<file path="config.mk">
export PLATFORM = sky130hd
export DESIGN_NAME = bmfr_merge
export DESIGN_NICKNAME = d
export VERILOG_FILES = /design/src/design/bmfr_pkg.sv /design/src/design/bmfr_merge.sv
export SDC_FILE = /design/constraint.sdc
export NUM_CORES = 1
export LEC_CHECK = 0
export ABC_CLOCK_PERIOD_IN_PS = 2050
export BUFFER_PORTS_ARGS = -buffer_cell sky130_fd_sc_hd__buf_2
export CAP_MARGIN = 40
export CORE_MARGIN = 5
export CORE_UTILIZATION = 44
export CTS_CLUSTER_DIAMETER = 80
export DETAILED_ROUTE_END_ITERATION = 8
export PLACE_DENSITY_LB_ADDON = 0.15
export SLEW_MARGIN = 30
export SYNTH_ARGS = -nofsm -noshare
export SYNTH_HDL_FRONTEND = slang
export SYNTH_SLANG_ARGS = --single-unit
</file>
<file path="constraint.sdc">
create_clock -name clk_i -period 2.05 [get_ports clk_i]
set_clock_uncertainty 0.2 [all_clocks]
set_input_delay 0.205 -clock clk_i [delete_from_list [all_inputs] [get_ports clk_i]]
set_output_delay 0.205 -clock clk_i [all_outputs]
set_load 0.02 [all_outputs]
</file>
<file path="src/design/bmfr_pkg.sv">
// Package for the box mean filter: payload structs, lane control struct,
// command and register codes, and fixed field widths. No dependencies.
package bmfr_pkg;

  localparam int SampleW  = 8;
  localparam int NumCh    = 3;
  localparam int CfgIdxW  = 2;
  localparam int CfgDataW = 11;

  localparam logic CMD_PIXEL = 1'b0;
  localparam logic CMD_FLUSH = 1'b1;

  localparam logic [CfgIdxW-1:0] CFG_WIDTH    = 2'd0;
  localparam logic [CfgIdxW-1:0] CFG_HEIGHT   = 2'd1;
  localparam logic [CfgIdxW-1:0] CFG_RADIUS   = 2'd2;
  localparam logic [CfgIdxW-1:0] CFG_CHANNELS = 2'd3;

  localparam logic [10:0] RST_WIDTH    = 11'd640;
  localparam logic [10:0] RST_HEIGHT   = 11'd480;
  localparam logic [2:0]  RST_RADIUS   = 3'd1;
  localparam logic [1:0]  RST_CHANNELS = 2'd1;

  typedef struct packed {
    logic               cmd;
    logic [SampleW-1:0] sample_c0;
    logic [SampleW-1:0] sample_c1;
    logic [SampleW-1:0] sample_c2;
  } pix_in_t;

  typedef struct packed {
    logic [SampleW-1:0] mean_c0;
    logic [SampleW-1:0] mean_c1;
    logic [SampleW-1:0] mean_c2;
    logic               last_of_frame;
  } pix_out_t;

  typedef struct packed {
    logic wr_en;
    logic rd_en;
    logic acc_clear;
    logic acc_en;
    logic div_load;
    logic div_step;
  } lane_ctl_t;

endpackage

</file>
<file path="src/design/bmfr_merge.sv">
// Merge stage: gathers the lane quotients, masks unused channels and holds
// the result item in the output register. Depends on bmfr_pkg.
module bmfr_merge import bmfr_pkg::*; (
  input  logic               clk_i,
  input  logic               rst_ni,
  input  logic               load_i,
  input  logic [SampleW-1:0] mean_i [NumCh],
  input  logic [1:0]         ch_used_i,
  input  logic               last_i,
  output logic               ready_o,
  output logic               out_valid_o,
  input  logic               out_ready_i,
  output pix_out_t           out_data_o
);

  logic     valid_q, valid_d;
  pix_out_t data_q, data_d;

  assign ready_o = !valid_q || out_ready_i;

  always_comb begin
    valid_d = valid_q;
    data_d  = data_q;
    if (out_ready_i) begin
      valid_d = 1'b0;
    end
    if (load_i) begin
      valid_d = 1'b1;
      data_d.mean_c0       = mean_i[0];
      data_d.mean_c1       = (ch_used_i > 2'd1) ? mean_i[1] : '0;
      data_d.mean_c2       = (ch_used_i > 2'd2) ? mean_i[2] : '0;
      data_d.last_of_frame = last_i;
    end
  end

  always_ff @(posedge clk_i or negedge rst_ni) begin
    if (!rst_ni) begin
      valid_q <= 1'b0;
    end else begin
      valid_q <= valid_d;
    end
  end

  always_ff @(posedge clk_i) begin
    data_q <= data_d;
  end

  assign out_valid_o = valid_q;
  assign out_data_o  = data_q;

endmodule

</file>
Yosys cells after proc, flatten, opt, wreduce, memory -nomap -nowiden
Cells that the tools add are included.
{"block": "word_totals", "ff_bits": 26, "latch_bits": 0, "ramBits": 0, "mem_bits_ro": 0, "in_bits": 31, "output_inout_bits": 27, "word_cells": 12, "mem_count": 0}
{"block": "op_classes", "add_sub_neg": 0, "n_mul": 0, "n_div": 0, "magnitude_cmp": 2, "n_eq_ne": 0, "shifts": 0, "mux": 2, "bitwise_logic": 0, "reduce_logical": 3}
{"operator": "2-bit by 1-bit > comparator with 1-bit output (second input constant)", "count": 1}
{"operator": "2-bit > comparator (second input constant)", "count": 1}
{"operator": "1-bit two-way mux", "count": 2}
{"operator": "2-bit nonzero test", "count": 1}
{"operator": "1-bit logical NOT", "count": 1}
{"operator": "1-bit logical OR", "count": 1}

Depth between registers and ports, before layout
{"block": "logic_depth", "depth_word": 2, "ltp_mapped": 2, "ltp_nobuf": 2}

Worst setup path after synthesis
No wires, ideal clock.
{"block": "synth_path", "kind": "reg-to-reg", "startpoint": "register, netlist name out_valid_o", "endpoint": "register valid_q, in the netlist out_valid_o", "setup_ns": 0.128, "arrival_ns": 0.733, "required_time_ns": 1.722, "path_slack_ns": 0.989, "stages_incl_launch_ff": 3, "path_buffers": 0, "synth_period_minus_slack_ns": 1.061, "path_cell_list": "dfrtp_1 > nand2b_1 > nand2b_1"}
{"item": "end signal: assignment", "line_no": "bmfr_merge.sv:40", "text": "valid_q <= valid_d;"}
{"item": "end: declaration", "line_no": "bmfr_merge.sv:16", "text": "logic valid_q, valid_d;"}

Worst setup path after layout
{"block": "layout_path", "startpoint": "input out_ready_i", "endpoint": "output ready_o"}
{"block": "layout_between", "elab_chain_len": 1}
{"item": "start: declaration", "line_no": "bmfr_merge.sv:12", "text": "input logic out_ready_i,"}
{"item": "1-bit logical OR", "line_no": "bmfr_merge.sv:19", "text": "assign ready_o = !valid_q || out_ready_i;"}
{"item": "end: declaration", "line_no": "bmfr_merge.sv:10", "text": "output logic ready_o,"}
No other way between the ends.

==> out/qor.yml <==
clock_network:
  cts_tree: "done"
  clk_pin_slew_ns: 0.13
  cts_sinks: 26
  clk_latency_ns: 0.30
  root_buffer: "clkbuf_4"
  htreeDepth: 1
  numCtsBuffers: 3
  postCtsSetupRepairBufs: 0
  clockBufferDepth: 2
setup_path:
  cp_max_fo: 2
  crit_path_end_kind: "primary output"
  start_kind: "input pin"
  rr_startpoint: "out_valid_o"
  crit_type: "in2out"
  worstPathArrival_ns: 1.16
  worstPathRequired_ns: 1.64
  rr_worst_depth: 2
  startpoint: "out_ready_i"
global_route:
  grt_pass1_wl_microns: 3140
  grt_overflow: 0
  gr-usage-all-layers: 0.129
  grt_pass1_vias: 695
  grt_start_max_net_pins: 27
  antenna_found_initial: 0
min_path:
  min_path_cells: 2
  hp-class: "in2reg"
  min_from: "mean_i[15]"
power:
  p_leak_nw: 0.644
  switching_power_uw: 243
  power_density_mw_per_mm2: 712
  power_frac_seq: 0.619
  p_comb_frac: 0.171
  power_mw: 1.02
  ir_worst_vdd_mv: 0.526
  power_frac_clock: 0.210
  p_int_uw: 782
  swShare: 0.237
route:
  dr.pass1.iters: 2
  wl_per_cell_microns: 12.8
  via_count: 652
  drc: 0
  viasPerCell: 4.32
  routed_wl_microns: 1940
  ant_nets: 0
  drt-initial-drc-count: 4
yosys:
  synth-seq-area-share: 0.847
  yosysUniqueCellTypes: 8
  syn_area_sq_um: 916
  yosysWarnings: 0
  avgSynthCellArea_sq_um: 20.4
  netlist_instances: 45
  syn-num-nets: 76
  synth-seq-cells: 26
cells_and_area:
  final_common_cell: "buf_2"
  drive_gt1_frac: 0.589
  area_growth_pct: 57.2
  diodes: 0
  layout_common_cells: "buf_2, edfxtp_1, dlygate4sd3_1"
  final_area_sq_mm: 0.00144
  finalNetCount: 156
  final_cells: 151
sta:
  worst_slack_ns: 0.484
  finalHoldViolations: 0
  setup_violations: 0
  worst_slew_pin_slew_ns: 0.540
  relSlewSlack: 0.640
  finalCritPeriodShare: 0.764
  timing.setup.tns_ns: 0
  fin_crit_ns: 1.57
  fmax_mhz: 638
  maxSlewViolCount: 0
  rsz0062_at_grt: "no"
placed_design:
  dpl.cell_count: 128
  port_buffers: 57
  place.gp.congestion: 0.669
  dpl-instance-area_sq_mm: 0.00122
  preCtsSetupSlack_ns: 0.819
die:
  die_x_microns: 55.6
  core_sq_mm: 0.00198
  die-area_sq_mm: 0.00309
  die_height_microns: 55.6
  rows: 16
  io_pins: 58
  start_util: 0.462
job:
  drv_cap: 0
run_status:
  status: "complete, no violations"
-- worst paths after layout --
check,slack [ns],to
worst min register to register,0.32,out_valid_o
worst max register to register,1.22,out_valid_o
worst min-delay path,0.01,out_data_o[16]
worst max-delay path,0.48,ready_o
min in group asynchronous,0.51,out_valid_o
max in group asynchronous,1.04,out_valid_o
-- synth_stat cells --
library cell	number	area, sq um
edfxtp_1	25	751
and2_2	7	52.6
and3_2	6	45.0
and3_1	2	12.5
nand2b_1	2	12.5
and2_1	1	6.26
buf_6	1	11.3
dfrtp_1	1	25.0
-- cell families after synthesis --
kind of cell | count (synthesis) | synth area share
and+or+nand+nor | 18 | 0.141
DFF | 26 | 0.847
buffers and inverters | 1 | 0.0123
-- layout make-up --
cell class	count	area (sq um)
fill	152	542
timing repair buffer	76	475
tap	27	33.8
sequential	26	776
clock buffer	4	26.3
multi-input combinational	18	129
-- power groups by stage --
stage                     clock network [mW]  registers [mW]  logic, mW
after floorplan                            0           0.703     0.0182
after global placement                     0           0.647      0.146
after detailed placement                   0           0.647      0.148
after CTS                              0.216           0.635      0.176
after global routing                   0.241           0.640      0.188
final                                  0.215           0.635      0.175
-- metrics by stage --
stage	utilization	hold slack, ns
floorplan	-	-0.291
global placement	0.617	-0.220
detailed placement	0.617	-0.218
CTS	0.727	0.00493
global route	0.727	0.0000993
finish	0.727	0.00985
-- flip-flops by register name, summed over array words and instances (netlist names) --
| register | flops |
|---|---|
| out_data_o | 25 |
| out_valid_o | 1 |
-- metal layers --
metal / part of all wire / track usage / wire length (microns)
met4: 0 / 0.0208 / 0
met2: 0.53 / 0.243 / 1040
met1: 0.37 / 0.141 / 708
met5: 0 / 0 / 0
met3: 0.10 / 0.0441 / 193
-- critical path, cell delays in order --
cell and delay [ns]:
dlygate4sd3_1 0.53, buf_2 0.12, nand2b_1 0.14, buf_2 0.16
-- what timing repair did --
item / in CTS / in global routing
endpoints found under the hold margin: 18 / 0
hold buffers: 19 / 0
gates resized for setup: 0 / 0
Note: power is estimated with default switching activity, not from simulation.
